File: src/rtl/core/cprs_pkg.sv
// Shared types and constants of the count pair range sum engine.
`timescale 1ns / 1ps
`default_nettype none

package cprs_pkg;

   // Fixed field widths
   localparam int TYPE_W  = 2;
   localparam int INDEX_W = 16;
   localparam int POS_W   = 17;
   localparam int COUNT_W = 16;
   localparam int ENTRY_W = 2 * COUNT_W;
   localparam int TOTAL_W = 32;
   localparam int COVER_W = 17;

   // Stream payload widths, padded to whole bytes
   localparam int REQ_DATA_W = 88;
   localparam int RSP_DATA_W = 88;

   // Request codes carried on req_tuser
   localparam logic [TYPE_W-1:0] REQ_WRITE = 2'd0;
   localparam logic [TYPE_W-1:0] REQ_ADD   = 2'd1;
   localparam logic [TYPE_W-1:0] REQ_QUERY = 2'd2;

   typedef enum logic [2:0] {
      ST_IDLE,
      ST_ADD_WB,
      ST_WALK,
      ST_DRAIN,
      ST_FINISH
   } state_type;

   // Accumulator control from the sequencer
   typedef struct packed {
      logic clear;
      logic add;
   } acc_ctl_type;

endpackage

`default_nettype wire

File: src/rtl/core/cprs_accum.sv
// Range accumulators: methylated sum, unmethylated sum, covered entry count.
`timescale 1ns / 1ps
`default_nettype none

module cprs_accum
   import cprs_pkg::*;
(
   input  wire logic               clock,
   input  wire acc_ctl_type        acc_ctl,
   input  wire logic [ENTRY_W-1:0] entry_data,
   output logic      [TOTAL_W-1:0] meth_total,
   output logic      [TOTAL_W-1:0] unmeth_total,
   output logic      [COVER_W-1:0] covered_total
);

   logic [TOTAL_W-1:0] meth_ff, meth_in;
   logic [TOTAL_W-1:0] unmeth_ff, unmeth_in;
   logic [COVER_W-1:0] cover_ff, cover_in;

   always_comb begin
      meth_in   = meth_ff;
      unmeth_in = unmeth_ff;
      cover_in  = cover_ff;
      if (acc_ctl.clear) begin
         meth_in   = '0;
         unmeth_in = '0;
         cover_in  = '0;
      end else if (acc_ctl.add) begin
         meth_in   = meth_ff + TOTAL_W'(entry_data[COUNT_W-1:0]);
         unmeth_in = unmeth_ff + TOTAL_W'(entry_data[ENTRY_W-1:COUNT_W]);
         cover_in  = cover_ff + COVER_W'(entry_data != '0);
      end
   end

   always_ff @(posedge clock) begin
      meth_ff   <= meth_in;
      unmeth_ff <= unmeth_in;
      cover_ff  <= cover_in;
   end

   assign meth_total    = meth_ff;
   assign unmeth_total  = unmeth_ff;
   assign covered_total = cover_ff;

endmodule

`default_nettype wire

File: config.mk
export PLATFORM = sky130hd
export DESIGN_NAME = cprs_accum
export DESIGN_NICKNAME = d
export VERILOG_FILES = /design/src/rtl/core/cprs_pkg.sv /design/src/rtl/core/cprs_accum.sv
export SDC_FILE = /design/constraint.sdc
export NUM_CORES = 1
export LEC_CHECK = 0
export ABC_AREA = 1
export BUFFER_PORTS_ARGS = -buffer_cell sky130_fd_sc_hd__buf_2
export CAP_MARGIN = 0
export CORE_UTILIZATION = 53
export CTS_BUF_LIST = sky130_fd_sc_hd__clkbuf_8
export DETAILED_ROUTE_END_ITERATION = 6
export GPL_ROUTABILITY_DRIVEN = 0
export GPL_TIMING_DRIVEN = 0
export PLACE_DENSITY = 0.8
export SETUP_SLACK_MARGIN = 0.15
export SLEW_MARGIN = 0
export SYNTH_ARGS = -nofsm -noshare
export SYNTH_HDL_FRONTEND = slang
export SYNTH_SLANG_ARGS = --single-unit
File: constraint.sdc
create_clock -name clock -period 1.83 [get_ports clock]
set_clock_uncertainty 0.05 [all_clocks]
set_input_delay 0.183 -clock clock [delete_from_list [all_inputs] [get_ports clock]]
set_output_delay 0.183 -clock clock [all_outputs]
set_load 0.005 [all_outputs]
=== Word-level counts from Yosys, hierarchy flattened ===
Index checks and enable logic that the tools add are counted.

* Flip-flop bits (word level): 81
* Output and inout port bits: 81
* Word-level logic and storage cells: 7

* Add/sub/neg operators: 3
* Reduce and logical (&&, ||, !) cells: 1

{| class="wikitable"
|+ Operators with widths
! cell !! count
|-
| adder 32 x 16 -> 32 bit || 2
|-
| nonzero test 32 bit || 1
|-
| adder 17 x 1 -> 17 bit || 1
|}

=== Longest topological paths before layout ===
* Depth after elaboration: 2
* Mapped depth: 14
* Mapped depth without buffers: 14

=== Least setup slack after synthesis ===
No wires, ideal clock.

* Path type: input port to flip-flop
* Start: input port entry_data[25]
* End: register cover_ff[12], in the netlist covered_total[12]
* Setup time: 0.115 ns
* Data arrival time: 1.690 ns
* Required time: 1.665 ns
* Path slack: -0.024 ns
* Cell stages on the path: 12
* Path buffers: 0
* Cell sequence: nor4_1 > nand4_1 > or2_2 > ha_1 > nand2_1 > inv_2 > nand3_2 > inv_2 > and2_4 > nand2_2 > inv_1 > o21a_1

* Word-level cells in the longest chain between the ends: 2

{| class="wikitable"
|+ Ends and longest elaborated chain
! item !! line !! text
|-
| start: declaration || cprs_accum.sv:10 || <nowiki>input wire logic [ENTRY_W-1:0] entry_data,</nowiki>
|-
| nonzero test 32 bit || cprs_accum.sv:31 || <nowiki>cover_in = cover_ff + COVER_W'(entry_data != '0);</nowiki>
|-
| adder 17 x 1 -> 17 bit || cprs_accum.sv:31 ||
|-
| end signal: assignment || cprs_accum.sv:38 || <nowiki>cover_ff <= cover_in;</nowiki>
|-
| end: declaration || cprs_accum.sv:18 || <nowiki>logic [COVER_W-1:0] cover_ff, cover_in;</nowiki>
|}

Every way passes these cells.
A chain may end at the register's enable or synchronous reset.

=== Worst setup path after layout ===
* Start: register meth_ff[6], in the netlist meth_total[6]
* End: register meth_ff[20], in the netlist meth_total[20]

* Word-level cells in the longest chain between the ends: 1

{| class="wikitable"
|+ Ends and longest elaborated chain
! item !! line !! text
|-
| start: declaration || cprs_accum.sv:16 || <nowiki>logic [TOTAL_W-1:0] meth_ff, meth_in;</nowiki>
|-
| start signal: assignment || cprs_accum.sv:36 || <nowiki>meth_ff <= meth_in;</nowiki>
|-
| adder 32 x 16 -> 32 bit || cprs_accum.sv:29 || <nowiki>meth_in = meth_ff + TOTAL_W'(entry_data[COUNT_W-1:0]);</nowiki>
|}

Every way passes these cells.

==> out/metrics.cfg <==
[cells_and_area]
final_cell_area_sq_mm = 0.00941
fill_cells = 666
num_antenna_cells = 0
drive_gt1_frac = 0.450
areaGrowthSynthToFinish_pct = 50.0
multi_input_area_sq_mm = 0.00562
area.sequential_sq_mm = 0.00171
final_util = 0.821
final_nets = 1295

[setup_path]
crit_type = reg -> reg
path_cells = ha_4 > nand2_4 > inv_2 > nand2_1 > nand2_1 > nand2_1 > nand2_1 > nand2_1 > nand3_4 > nand3_1 > nand2_1 > nor2_1
worstPathRequired_ps = 2070
r2r_end = meth_total[20]
r2r_start = meth_total[6]
r2r_slack_ps = -210
critPathArrivalTime_ps = 2280
cp-end-kind = flip-flop
critPathSlowestCell = dfxtp_4
path_max_fanout = 4
cp-start-kind = flip-flop
slowest_delay_ps = 370
cpMostUsedCell = nand2_1
ff2ff_path_depth = 12

[global_route]
grt_use_met2 = 0.510
grt_pass1_vias = 6391
busiest_layer = met2
grt.met3_usage = 0.0443
gr-total-overflow = 0
antenna_found_initial = 0
grtUsageMet1 = 0.411
grt_pass1_wl_microns = 31000
grt.total_usage = 0.313
grt_max_degree = 15

[drt]
dr.pass1.iters = 7
drt_iter0_drc = 1074
wl_per_cell_microns = 19.1
vias_per_cell = 6.09
ant_nets = 0
vias = 8361
routed_wl_microns = 26300
route.detailed.drc = 0

[timing]
slew_headroom = 0.481
fmax_mhz = 490
min_period_ps = 2040
hold_violations = 0
fin_setup_tns_ps = -1110
post-route-period-util = 1.12
finalWorstSetupSlack_ps = -212
worstMarginPinSlew_ps = 779
rsz0062_at_grt = true
slew_violations = 0
finalSetupViolCount = 18

[clock_tree]
path_clk_slew_ps = 100
cts_hold_buf = 0
cts-buffers-inserted = 9
clock_latency_ps = 390
cts_tree = done
cts_sinks = 81
cts_htree_levels = 3
cts.root.buffer_cell = clkbuf_8
ctsLongestPathBuffers = 2

[worst_hold_path]
hold_end = covered_total[12]
min_from = acc_ctl[1]
hp-class = in -> reg
hold_depth = 3

[placed_design]
place_area_sq_mm = 0.00714
dp_slack_ps = -450
hpwl_microns = 13900
numPortBuffers = 113

[power]
p_leak_nw = 4.58
p_total_w = 0.00609
p_per_area_mw_per_mm2 = 647
p_comb_frac = 0.411
clock_power_share = 0.262
power_frac_seq = 0.327
peakVddDrop_v = 0.000508
p_int_w = 0.00363
p_sw_frac = 0.404
p_sw_w = 0.00246

[synthesis]
syn_area_sq_mm = 0.00628
synth_edf_count = 0
async_flop_share = 0
synth.distinct_cells = 35
yosysSeqAreaShare = 0.258
synth-warning-count = 0
synth_ff_type = dfxtp_1
syn-mean-instance-area_sq_um = 5.93
syn_nets = 1130
syn_inst = 1059
ys_ff_latch = 81

[floorplanning]
die-height_microns = 111
ioPinCount = 116
coreArea_sq_mm = 0.0115
dieWidth_microns = 111
dieArea_sq_mm = 0.0123
start_util = 0.547
rows = 39

[outcome]
status = finished with violations
violations = setup timing

[run]
max_cap_violations = 0

[worst max path at each step]
stage | slack [ps] | from | cells after the start | endpoint
final | -210 | meth_total[6] | 12 | meth_total[20]
after global routing | -250 | meth_total[0] | 12 | meth_total[12]
after CTS | 60 | meth_total[0] | 10 | meth_total[30]
after detailed placement | -450 | entry_data[29] | 15 | covered_total[16]
after global placement | -430 | entry_data[29] | 15 | covered_total[16]
after floorplan | 80 | entry_data[5] | 12 | covered_total[12]
[power by group through the flow]
stage | logic, W | registers (W) | clock network (W)
after detailed placement | 0.00142 | 0.00198 | 0
after CTS | 0.00170 | 0.00197 | 0.00156
final | 0.00250 | 0.00199 | 0.00159
after global routing | 0.00263 | 0.00200 | 0.00166
after global placement | 0.00140 | 0.00198 | 0
after floorplan | 0.00102 | 0.00197 | 0
[critical path, delay by kind of cell, from the launching register on]
family	cells	cell delay (ps)
DFF	1	370
buffers and inverters	1	160
adders and majority gates	1	320
and+or+nand+nor	10	1030
[layout make-up]
cell class / count / share of cell area
multi-input cells: 789 / 0.597
flip-flops and latches: 81 / 0.182
clock buffers: 10 / 0.0146
well taps: 143 / 0.0190
plain buffers: 21 / 0.0104
clock inverters: 6 / 0.00957
inverters: 168 / 0.0686
repair buffers: 154 / 0.0990
[cells in the mapped netlist (2+ instances only)]
library cell / number / area [sq um]
nand2_1: 305 / 1140
inv_1: 164 / 616
nor2_1: 159 / 597
dfxtp_1: 81 / 1620
nand3_1: 73 / 365
a21oi_1: 59 / 295
ha_1: 34 / 425
o21ai_0: 30 / 150
nand2_2: 18 / 113
nand3_2: 16 / 160
nor3_1: 16 / 80.1
nor4_1: 15 / 93.8
xor2_1: 14 / 123
nor2_2: 12 / 75.1
buf_2: 9 / 45.0
nand4_1: 9 / 56.3
clkbuf_1: 8 / 30.0
and2_1: 4 / 25.0
inv_2: 4 / 15.0
nor2_4: 4 / 45.0
o21ai_1: 4 / 20.0
a211oi_1: 2 / 15.0
a21oi_2: 2 / 17.5
and2_4: 2 / 17.5
buf_1: 2 / 7.51
buf_4: 2 / 15.0
fa_1: 2 / 40.0
o21a_1: 2 / 15.0
[cell families (layout without fill, tap and decap cells)]
group           count (synthesis)  in the layout  synth area share
xor+xnor                       15             15            0.0209
compound gates                101            101            0.0839
flops                          81             81             0.258
simple gates                  637            637             0.447
fa+ha+maj                      36             36            0.0742
buf+inv                       189            359             0.116
[per-stage QoR]
stage               instances  hold slack (ps)
finish                   1372              126
global route             1372              123
CTS                      1342              121
detailed placement       1315              438
global placement         1315              417
floorplan                1059              409
[placed cells by master, fill, tap and decap left out, types with 6 or more instances in the layout]
master / instances
nand3_4: 22
a21oi_2: 31
nand2_1: 206
nor4_1: 7
nor4_2: 6
ha_4: 32
nand3_2: 37
buf_4: 35
o21ai_1: 16
nand3_1: 30
buf_6: 7
buf_2: 120
nand2_2: 72
nor2_1: 136
o21ai_0: 15
nor2_2: 16
xor2_1: 14
dfxtp_2: 17
inv_1: 138
clkbuf_8: 10
nand4_1: 9
nor3_1: 11
a21oi_1: 28
nand2_4: 44
clkbuf_1: 8
inv_2: 25
dfxtp_4: 18
nor2_4: 23
dfxtp_1: 46
[layer usage]
metal	part of all wire	wire, microns
met5	0	0
met2	0.45	11800
met3	0.11	3020
met1	0.37	9700
met4	0.064	1680
[state kept, by name, indices dropped and copies added, names as in the netlist]
signal,cells
covered_total,17
meth_total,32
unmeth_total,32
[timing repair]
item                                    CTS  global route
buffers inserted                         11            30
gates cloned                              0             0
endpoints found under the setup margin   59            68
pin swaps                                32           151
resized for setup                       120           317
(Power assumes the default switching activity.)
