[src/rtl/core/cprs_pkg.sv]
// Shared types and constants of the count pair range sum engine.
`timescale 1ns / 1ps
`default_nettype none

package cprs_pkg;

   // Fixed field widths
   localparam int TYPE_W  = 2;
   localparam int INDEX_W = 16;
   localparam int POS_W   = 17;
   localparam int COUNT_W = 16;
   localparam int ENTRY_W = 2 * COUNT_W;
   localparam int TOTAL_W = 32;
   localparam int COVER_W = 17;

   // Stream payload widths, padded to whole bytes
   localparam int REQ_DATA_W = 88;
   localparam int RSP_DATA_W = 88;

   // Request codes carried on req_tuser
   localparam logic [TYPE_W-1:0] REQ_WRITE = 2'd0;
   localparam logic [TYPE_W-1:0] REQ_ADD   = 2'd1;
   localparam logic [TYPE_W-1:0] REQ_QUERY = 2'd2;

   typedef enum logic [2:0] {
      ST_IDLE,
      ST_ADD_WB,
      ST_WALK,
      ST_DRAIN,
      ST_FINISH
   } state_type;

   // Accumulator control from the sequencer
   typedef struct packed {
      logic clear;
      logic add;
   } acc_ctl_type;

endpackage

`default_nettype wire

[src/rtl/core/cprs_ctrl.sv]
// Request sequencer: table writes, read-modify-write adds and range walks.
`timescale 1ns / 1ps
`default_nettype none

module cprs_ctrl
   import cprs_pkg::*;
#(
   parameter int TABLE_DEPTH = 65536,
   parameter int ADDR_W      = 16,
   parameter int CMP_W       = 17
) (
   input  wire logic               clock,
   input  wire logic               reset,
   input  wire logic               req_valid,
   output logic                    req_ready,
   input  wire logic [TYPE_W-1:0]  req_type,
   input  wire logic [INDEX_W-1:0] entry_index,
   input  wire logic [POS_W-1:0]   range_start,
   input  wire logic [POS_W-1:0]   range_stop,
   input  wire logic [COUNT_W-1:0] meth_count,
   input  wire logic [COUNT_W-1:0] unmeth_count,
   output logic                    mem_we,
   output logic [ADDR_W-1:0]       mem_waddr,
   output logic [ENTRY_W-1:0]      mem_wdata,
   output logic                    mem_re,
   output logic [ADDR_W-1:0]       mem_raddr,
   input  wire logic [ENTRY_W-1:0] mem_rdata,
   output acc_ctl_type             acc_ctl,
   output logic                    res_push,
   input  wire logic               out_free
);

   localparam logic [CMP_W-1:0] DEPTH_C = CMP_W'(TABLE_DEPTH);

   state_type state_ff, state_in;

   logic [CMP_W-1:0]   cur_ff, cur_in;
   logic [CMP_W-1:0]   stop_ff, stop_in;
   logic [ADDR_W-1:0]  idx_ff, idx_in;
   logic [COUNT_W-1:0] meth_ff, meth_in;
   logic [COUNT_W-1:0] unmeth_ff, unmeth_in;
   logic               rd_pending_ff, rd_pending_in;

   logic               accept;
   logic               idx_ok;
   logic [CMP_W-1:0]   start_ext;
   logic [CMP_W-1:0]   stop_ext;
   logic [CMP_W-1:0]   stop_clamp;
   logic [CMP_W-1:0]   cur_next;
   logic               range_empty;

   assign req_ready   = (state_ff == ST_IDLE);
   assign accept      = req_valid && req_ready;
   assign idx_ok      = CMP_W'(entry_index) < DEPTH_C;
   assign start_ext   = CMP_W'(range_start);
   assign stop_ext    = CMP_W'(range_stop);
   assign stop_clamp  = (stop_ext > DEPTH_C) ? DEPTH_C : stop_ext;
   assign range_empty = !(start_ext < stop_clamp);
   assign cur_next    = cur_ff + CMP_W'(1);

   // Next state
   always_comb begin
      state_in = state_ff;
      unique case (state_ff)
         ST_IDLE: begin
            if (accept && req_type == REQ_ADD && idx_ok) begin
               state_in = ST_ADD_WB;
            end else if (accept && req_type == REQ_QUERY) begin
               state_in = range_empty ? ST_FINISH : ST_WALK;
            end
         end
         ST_ADD_WB: state_in = ST_IDLE;
         ST_WALK: begin
            if (cur_next == stop_ff) begin
               state_in = ST_DRAIN;
            end
         end
         ST_DRAIN: state_in = ST_FINISH;
         ST_FINISH: begin
            if (out_free) begin
               state_in = ST_IDLE;
            end
         end
         default: state_in = ST_IDLE;
      endcase
   end

   // Outputs and datapath registers
   always_comb begin
      cur_in        = cur_ff;
      stop_in       = stop_ff;
      idx_in        = idx_ff;
      meth_in       = meth_ff;
      unmeth_in     = unmeth_ff;
      rd_pending_in = 1'b0;
      mem_we        = 1'b0;
      mem_waddr     = ADDR_W'(entry_index);
      mem_wdata     = {unmeth_count, meth_count};
      mem_re        = 1'b0;
      mem_raddr     = ADDR_W'(entry_index);
      acc_ctl       = '0;
      res_push      = 1'b0;
      unique case (state_ff)
         ST_IDLE: begin
            if (accept) begin
               case (req_type)
                  REQ_WRITE: mem_we = idx_ok;
                  REQ_ADD: begin
                     mem_re    = idx_ok;
                     idx_in    = ADDR_W'(entry_index);
                     meth_in   = meth_count;
                     unmeth_in = unmeth_count;
                  end
                  REQ_QUERY: begin
                     acc_ctl.clear = 1'b1;
                     cur_in        = start_ext;
                     stop_in       = stop_clamp;
                  end
                  default: ;
               endcase
            end
         end
         ST_ADD_WB: begin
            // Read data of the entry arrived this cycle; halves wrap at 16 bits
            mem_we    = 1'b1;
            mem_waddr = idx_ff;
            mem_wdata = {mem_rdata[ENTRY_W-1:COUNT_W] + unmeth_ff,
                         mem_rdata[COUNT_W-1:0] + meth_ff};
         end
         ST_WALK: begin
            mem_re        = 1'b1;
            mem_raddr     = cur_ff[ADDR_W-1:0];
            cur_in        = cur_next;
            rd_pending_in = 1'b1;
            acc_ctl.add   = rd_pending_ff;
         end
         ST_DRAIN: begin
            acc_ctl.add = rd_pending_ff;
         end
         ST_FINISH: begin
            res_push = out_free;
         end
         default: ;
      endcase
   end

   always_ff @(posedge clock) begin
      if (reset) begin
         state_ff      <= ST_IDLE;
         rd_pending_ff <= 1'b0;
      end else begin
         state_ff      <= state_in;
         rd_pending_ff <= rd_pending_in;
      end
   end

   always_ff @(posedge clock) begin
      cur_ff    <= cur_in;
      stop_ff   <= stop_in;
      idx_ff    <= idx_in;
      meth_ff   <= meth_in;
      unmeth_ff <= unmeth_in;
   end

endmodule

`default_nettype wire

[config.mk]
export PLATFORM = sky130hd
export DESIGN_NAME = cprs_ctrl
export DESIGN_NICKNAME = d
export VERILOG_FILES = /design/src/rtl/core/cprs_pkg.sv /design/src/rtl/core/cprs_ctrl.sv
export SDC_FILE = /design/constraint.sdc
export NUM_CORES = 1
export LEC_CHECK = 0
export BUFFER_PORTS_ARGS = -buffer_cell sky130_fd_sc_hd__buf_4
export CAP_MARGIN = 40
export CORE_ASPECT_RATIO = 0.6
export CORE_MARGIN = 4
export CORE_UTILIZATION = 30
export DETAILED_ROUTE_END_ITERATION = 8
export GPL_ROUTABILITY_DRIVEN = 0
export GPL_TIMING_DRIVEN = 0
export PLACE_DENSITY = 0.51
export SYNTH_ARGS = -nofsm -noshare
export SYNTH_HDL_FRONTEND = slang
export SYNTH_SLANG_ARGS = --single-unit
export TNS_END_PERCENT = 10
[constraint.sdc]
create_clock -name clock -period 9.5 [get_ports clock]
set_clock_uncertainty 0.2 [all_clocks]
set_input_delay 1.425 -clock clock [delete_from_list [all_inputs] [get_ports clock]]
set_output_delay 1.425 -clock clock [all_outputs]
set_load 0.01 [all_outputs]
Word level (Yosys, flattened, before mapping):

Index checks and enable logic that the tools add are counted.

* logic and storage cells: 60
* output and inout port bits: 70
* input bits: 120
* register bits: 86

* $lt $le $gt $ge: 2
* add/sub/neg operators: 3
* mux-type cells: 25
* reductions and logical operators: 11
* equal/unequal tests: 12

Operators by type and width (number)
* two-way mux 17 bit: 3
* one-hot mux 17 bit (2 select lines): 1
* adder 16 bit: 2
* two-way mux 16 bit: 2
* two-way mux 32 bit: 1
* adder 17 x 1 -> 17 bit, second input constant: 1
* equality test 17 bit: 1
* > comparator 17 bit, second input constant: 1
* less-than comparator 17 bit: 1
* two-way mux 3 bit: 5
* one-hot mux 3 bit (4 select lines): 1
* AND reduction 3 bit: 4
* two-way mux 1 bit: 10
* equality test 3 x 2 -> 1 bit, second input constant: 2
* != test 2 x 1 -> 1 bit, second input constant: 2
* != test 2 bit, second input constant: 2
* one-hot mux 1 bit (2 select lines): 2
* equality test 3 x 1 -> 1 bit, second input constant: 1
* equality test 3 bit, second input constant: 1
* logical AND 1 bit: 3
* zero test 3 bit: 1
* != test 3 x 1 -> 1 bit, second input constant: 1
* equality test 2 x 1 -> 1 bit, second input constant: 1
* equality test 2 bit, second input constant: 1
* other kinds (3): 3

Longest topological paths before layout:

Gate-level depths: netlist (run 1).

* depth after elaboration: 7
* mapped depth: 12
* depth with buffers taken out: 11

Worst setup path after synthesis (run 1):

OpenSTA, ideal clock, no wires.

* kind: input port to output port
* from: input port req_valid
* to: output port mem_re
* path buffers: 0
* data required time: 7875 ps
* stages: 3
* path slack: 630 ps
* arrival time: 7245 ps
* cells stage by stage: inv_1 -> nor4b_1 -> or2_2

* word-level cells in the longest chain between the ends: 3

Ends and longest elaborated chain
* from (decl): RTL line cprs_ctrl.sv:14 `input wire logic req_valid,`
* logical AND 1 bit: RTL line cprs_ctrl.sv:53 `assign accept = req_valid && req_ready;`
* two-way mux 1 bit: RTL line cprs_ctrl.sv:105 `if (accept) begin`
* one-hot mux 1 bit (2 select lines): RTL line cprs_ctrl.sv:103 `unique case (state_ff)`
* to (decl): RTL line cprs_ctrl.sv:25 `output logic mem_re,`

No other way between the ends.

Worst setup path after layout (run 1):

* from: input port mem_rdata[0]
* to: output port mem_wdata[14]

* word-level cells in the longest chain between the ends: 2

Ends and longest elaborated chain
* from (decl): RTL line cprs_ctrl.sv:27 `input wire logic [ENTRY_W-1:0] mem_rdata,`
* adder 16 bit: RTL line cprs_ctrl.sv:128 `mem_rdata[COUNT_W-1:0] + meth_ff};`
* two-way mux 32 bit: RTL line cprs_ctrl.sv:103
* to (decl): RTL line cprs_ctrl.sv:24 `output logic [ENTRY_W-1:0] mem_wdata,`

No other way between the ends.

==> results of run 1 <==
==> per-layer routing <==
layer | vias up | routed length [microns]
li1 | 2907 | -
met2 | 191 | 7710
met1 | 2676 | 12200
met4 | 0 | 218
met3 | 11 | 1280
met5 | - | 0
==> through the flow <==
step           TNS [ps]  power (uW)
3_3_place_gp     -79040        1220
6_report              0        1560
2_1_floorplan         0         892
3_5_place_dp          0        1220
4_1_cts               0        1570
5_1_grt               0        1660
==> critical path, stage by stage <==
cell       delay, ps
buf_4             80
ha_1             160
inv_1             60
fa_1             390
nor2b_1          110
o21ai_0          100
a21boi_0         500
o2111ai_1        210
a21boi_0         550
or3_1            200
nand3_1           70
buf_4            160
==> final cells by class <==
class | count | share of cell area
flip-flops and latches | 86 | 0.301
clock inverters | 6 | 0.00564
inverters | 41 | 0.0182
multi-input cells | 527 | 0.415
plain buffers | 28 | 0.0133
well taps | 273 | 0.0405
repair buffers | 199 | 0.177
clock buffers | 10 | 0.0283
diodes | 1 | 0.000297
==> sequential cells by signal, indices dropped and copies added (netlist names) <==
name and cells:
unmeth_ff 16, idx_ff 16, cur_ff 17, meth_ff 16, state_ff 3, stop_ff 17
rd_pending_ff 1
==> cells by family after synthesis <==
group	count (synthesis)	synth area share
DFF	86	0.403
xor gates and xnor gates	50	0.0719
AOI/OAI and AO/OA	151	0.156
adders and majority gates	49	0.0997
and+or+nand+nor	259	0.194
buffers and inverters	69	0.0423
muxes	18	0.0322
==> cells in the final DEF, fill, tap and decap left out, types with 5 or more instances in the layout <==
master	synthesis	layout
buf_4	1	199
nand2_1	119	119
edfxtp_1	82	82
ha_1	47	47
nor2_1	45	45
o21ai_0	43	43
inv_1	41	41
a21oi_1	37	37
xnor2_1	28	28
xor2_1	21	21
clkbuf_1	20	20
nor3_1	18	17
mux2_2	17	17
nand3_1	12	12
nor2b_1	10	10
clkbuf_16	0	9
and3_1	8	8
nor4_1	7	7
or3_1	7	7
o31ai_1	7	7
o21bai_1	7	7
nand4_1	7	7
a31oi_1	6	6
a211oi_1	6	6
o211ai_1	5	5
o2111ai_1	5	5
a21o_1	5	5
==> worst max path at each step <==
stage	start	endpoint	slack, ps
after detailed placement	mem_rdata[0]	mem_wdata[14]	3890
after floorplan	req_valid	mem_re	630
final	mem_rdata[0]	mem_wdata[14]	3860
after global routing	mem_rdata[0]	mem_wdata[14]	3580
after global placement	req_valid	mem_re	-3400
after CTS	mem_rdata[0]	mem_wdata[14]	3890
==> report_power, final <==
| group | switching [uW] | internal [uW] |
|---|---|---|
| clock network | 161 | 185 |
| registers | 34.0 | 470 |
| logic | 407 | 301 |
==> impl_metrics.csv, run 1 <==
group,metric,value,unit
outcome,status,"finished clean",
hold_path,holdCritStartpoint,"cur_ff[16]",
sta,relSlewSlack,0.441,
placement,hpwl,17600,microns
critical_path,reg2reg_from,"cur_ff[0]",
floorplan,pin_count,190,
critical_path,start_kind,"primary input",
clock_network,clk_pin_slew,70,ps
synthesis,synth-edff-count,82,
critical_path,endpoint_kind,"primary output",
clock_network,insertion_delay,340,ps
floorplan,initial_utilization,0.310,
global_routing,met3_usage,0.0382,
synthesis,synth_warnings,0,
synthesis,syn_nets,851,
pwr,irDropWorstVdd,0.0000932,V
synthesis,syn_inst,682,
route,route.detailed.drc,0,
placement,placed_cell_area,0.00815,sq mm
clock_network,cts_made_buffers,9,
sta,post-route-min-period,5640,ps
clock_network,clockRootBuffer,"clkbuf_16",
synthesis,async_reset_ff_frac,0,
hold_path,holdPathStages,2,
critical_path,path_max_fanout,5,
placement,numPlacedInstances,1154,
layout,final_cell_count_no_fill,1171,
synthesis,yosysSeqAreaShare,0.403,
critical_path,regToRegEndpoint,"state_ff[2]",
pwr,powerDensity,185,mW/mm^2
layout,final-seq-area,0.00254,sq mm
route,ant_nets,0,
placement,post-place-ws,3890,ps
route,drt-initial-drc-count,416,
critical_path,criticalPathCategory,"in2out",
critical_path,critPathArrivalTime,4020,ps
clock_network,h-tree-depth,3,
global_routing,antenna_found_initial,0,
route,via_per_inst,4.94,
synthesis,synth.most_common_cell,"nand2_1",
clock_network,clockBufferDepth,2,
global_routing,grt_busiest_layer,"met1",
sta,finalSetupViolCount,0,
sta,rsz0062_at_grt,"no",
sta,period_share,0.594,
pwr,p_leak,0.00363,uW
floorplan,design.core.area,0.0203,sq mm
global_routing,grt_pass1_vias,5437,
synthesis,synth_top_area_frac,0.391,
floorplan,design.die.area,0.0235,sq mm
clock_network,postCtsSetupBuffers,0,
clock_network,cts_tree,"built",
sta,hold_viol,0,
route,post_drt_wl_per_cell,18.3,microns
floorplan,rows,40,
global_routing,use_met2,0.219,
synthesis,ys.flop_type,"edfxtp_1",
global_routing,grt_max_degree,18,
clock_network,hold_buffers,0,
sta,fin_ws,3860,ps
critical_path,reg2reg_slack,6050,ps
placement,portBuffers,189,
sta,tightest_slew,838,ps
global_routing,use_met1,0.303,
floorplan,die_w,195,microns
job,maxCapViolCount,0,
route,firstDrtPassIters,6,
floorplan,die-height,120,microns
synthesis,synth_area_leaders,"edfxtp_1 (39%), ha_1 (9.3%), nand2_1 (7.1%)",
synthesis,syn_avg_cell_area,9.24,sq um
layout,final_util,0.415,
sta,slew_viol_final,0,
sta,clock.fmax,177,MHz
layout,finalInstanceArea,0.00844,sq mm
layout,drive_gt1_frac,0.273,
synthesis,synth_top_area_cell,"edfxtp_1",
hold_path,hold_end,"cur_ff[16]",
sta,hold_ws,533,ps
synthesis,synthTopCellsByCount,"nand2_1 (119), edfxtp_1 (82), ha_1 (47)",
clock_network,clock-sinks,86,
global_routing,overflow,0,
synthesis,synth_cell_type_count,63,
critical_path,worstRegToRegCells,9,
global_routing,grt_pass1_wl,32400,microns
layout,multi_input_area,0.00350,sq mm
synthesis,synth_seq_cells,86,
clock_network,cts_resized,0,
route,drt-total-wl,21400,microns
route,vias,5785,
synthesis,netlist_area,0.00630,sq mm
critical_path,cp.required,7880,ps
layout,syn_to_final_growth,33.8,%
layout,final_net_count,1061,
hold_path,hp-class,"reg2reg",
layout,fill_cells,2103,
global_routing,track_usage,0.177,
Power figures use the tool's default switching activity.
==> run 2: changes to the inputs <==
Settings changed: ABC_AREA from default to 1.
Clock period 9.5 ns to 5.65 ns, I/O delays scaled along.
==> impl_metrics.csv, run 2 <==
group,metric,value,unit
outcome,status,"finished clean",
pwr,fin_total_pwr,2740,uW
critical_path,endpoint_kind,"primary output",
sta,finalSetupViolCount,0,
clock_network,h-tree-depth,3,
clock_network,postCtsSetupBuffers,0,
route,vias,5981,
sta,tightest_slew,773,ps
synthesis,synth_seq_cells,86,
synthesis,synthTopCellsByCount,"nand2_1 (234), inv_1 (90), edfxtp_1 (82)",
job,maxCapViolCount,0,
critical_path,cp.required,4600,ps
layout,layout_commonest_cell,"nand2_1",
route,via_per_inst,4.68,
synthesis,ys.flop_type,"edfxtp_1",
hold_path,hp-class,"reg2reg",
route,route.detailed.drc,0,
global_routing,grt_pass1_wl,32700,microns
critical_path,cp_top_family,"compound AO/OA/AOI/OAI gates",
layout,final_cell_count_no_fill,1279,
global_routing,grt_pass1_vias,5810,
placement,portBuffers,189,
floorplan,design.core.area,0.0203,sq mm
sta,clock.fmax,249,MHz
floorplan,design.die.area,0.0233,sq mm
synthesis,syn_inst,798,
layout,reg_top3,"cur_ff: 17 flops, stop_ff: 17 flops",
clock_network,cts_made_buffers,9,
hold_path,holdPathStages,4,
layout,finalInstanceArea,0.00835,sq mm
clock_network,clock-sinks,86,
critical_path,path_max_fanout,4,
pwr,p_leak,0.00398,uW
pwr,powerDensity,328,mW/mm^2
layout,antennaDiodeCount,0,
route,firstDrtPassIters,5,
critical_path,critPathBufInv,2,
synthesis,synth_warnings,0,
floorplan,rows,40,
critical_path,start_kind,"primary input",
synthesis,synth.most_common_cell,"nand2_1",
critical_path,critPathArrivalTime,2960,ps
critical_path,worstRegToRegCells,6,
synthesis,yosysSeqAreaShare,0.406,
critical_path,critPathLaunch,"mem_rdata[18]",
synthesis,syn_nets,967,
critical_path,path_depth,12,
synthesis,async_reset_ff_frac,0,
critical_path,slowest_delay,340,ps
clock_network,hold_buffers,0,
layout,final_net_count,1170,
global_routing,grt_max_degree,28,
clock_network,clockBufferDepth,2,
clock_network,cts_tree,"built",
sta,post-route-min-period,4010,ps
sta,tns,0,ps
synthesis,syn_avg_cell_area,7.86,sq um
global_routing,antenna_found_initial,0,
synthesis,synth_area_leaders,"edfxtp_1 (39%), nand2_1 (14%), ha_1 (9.4%)",
sta,period_share,0.709,
synthesis,netlist_area,0.00627,sq mm
floorplan,initial_utilization,0.309,
global_routing,track_usage,0.178,
floorplan,die_w,195,microns
clock_network,clk_pin_slew,60,ps
layout,syn_to_final_growth,33.2,%
sta,hold_ws,454,ps
critical_path,criticalPathCategory,"in2out",
synthesis,synth-edff-count,82,
route,drt-total-wl,21300,microns
placement,numPlacedInstances,1263,
critical_path,reg2reg_from,"state_ff[2]",
critical_path,worstPathCellList,"buf_4, ha_1, a21oi_1, nand2_1, a21boi_2, o21ai_0, a21boi_1, o21ai_0, or2_2, nand3_1, nand2_1, buf_4",
sta,slew_viol_final,0,
route,post_drt_wl_per_cell,16.7,microns
sta,rsz0062_at_grt,"no",
synthesis,synth_top_area_frac,0.393,
route,ant_nets,0,
hold_path,holdCritStartpoint,"state_ff[0]",
placement,hpwl,17600,microns
clock_network,insertion_delay,340,ps
clock_network,clockRootBuffer,"clkbuf_16",
sta,hold_viol,0,
critical_path,cpMaxStageDelayCell,"ha_1",
synthesis,synth_top_area_cell,"edfxtp_1",
clock_network,cts_resized,0,
synthesis,synth_cell_type_count,42,
floorplan,die-height,120,microns
placement,placed_cell_area,0.00809,sq mm
sta,relSlewSlack,0.483,
layout,layout_common_cells,"nand2_1 (234), buf_4 (189), inv_1 (90)",
global_routing,overflow,0,
pwr,irDropWorstVdd,0.000142,V
route,drt-initial-drc-count,435,
layout,drive_gt1_frac,0.230,
floorplan,pin_count,190,
run 2: tightest hold or removal path: cells and delay by family, from the launching register on:
kind	cells	cell delay [ps]
flops	1	320
simple gates	3	180
compound gates	1	110
run 2: worst paths after layout:
kind                        end  slack (ps)
setup / recovery  mem_wdata[27]        1640
hold / removal      state_ff[2]         450
setup reg to reg     idx_ff[14]        2940
hold reg to reg     state_ff[2]         450
run 2: cell type report:
| cell class | count | area (sq um) |
|---|---|---|
| repair buffers | 192 | 1470 |
| plain buffers | 18 | 67.6 |
| multi-input cells | 602 | 3330 |
| clock inverters | 6 | 28.8 |
| flip-flops and latches | 86 | 2540 |
| fillers | 2110 | 11900 |
| clock buffers | 10 | 229 |
| well taps | 273 | 342 |
| inverters | 92 | 345 |
run 2: stage by stage:
step | setup WS, ps | util
2_1_floorplan | 1910 | -
3_3_place_gp | 223 | 0.396
3_5_place_dp | 1620 | 0.399
4_1_cts | 1620 | 0.412
5_1_grt | 1350 | 0.412
6_report | 1640 | 0.412
run 2: power by group:
part	switching, uW	leakage, uW	internal, uW	total [uW]
logic	812	0.00307	514	1330
clock network	261	0.000125	293	554
registers	54.2	0.000784	803	857
total	1130	0.00398	1610	2740
run 2: logic make-up (layout without fill, tap and decap cells):
| logic type | count (synthesis) | in the layout | share of synthesized area |
|---|---|---|---|
| XOR/XNOR | 25 | 25 | 0.0349 |
| flip-flops | 86 | 86 | 0.406 |
| AO/OA/AOI/OAI | 141 | 141 | 0.124 |
| buffers and inverters | 110 | 318 | 0.0659 |
| adder cells (fa/ha/maj) | 49 | 49 | 0.100 |
| AND/OR/NAND/NOR | 387 | 387 | 0.269 |
run 2: metal layers:
metal / vias up / track usage / share of wire
met1: 2725 / 0.287 / 0.55
li1: 3093 / - / -
met3: 9 / 0.0499 / 0.069
met5: - / 0 / 0
met4: 0 / 0.0206 / 0.0050
met2: 154 / 0.238 / 0.38
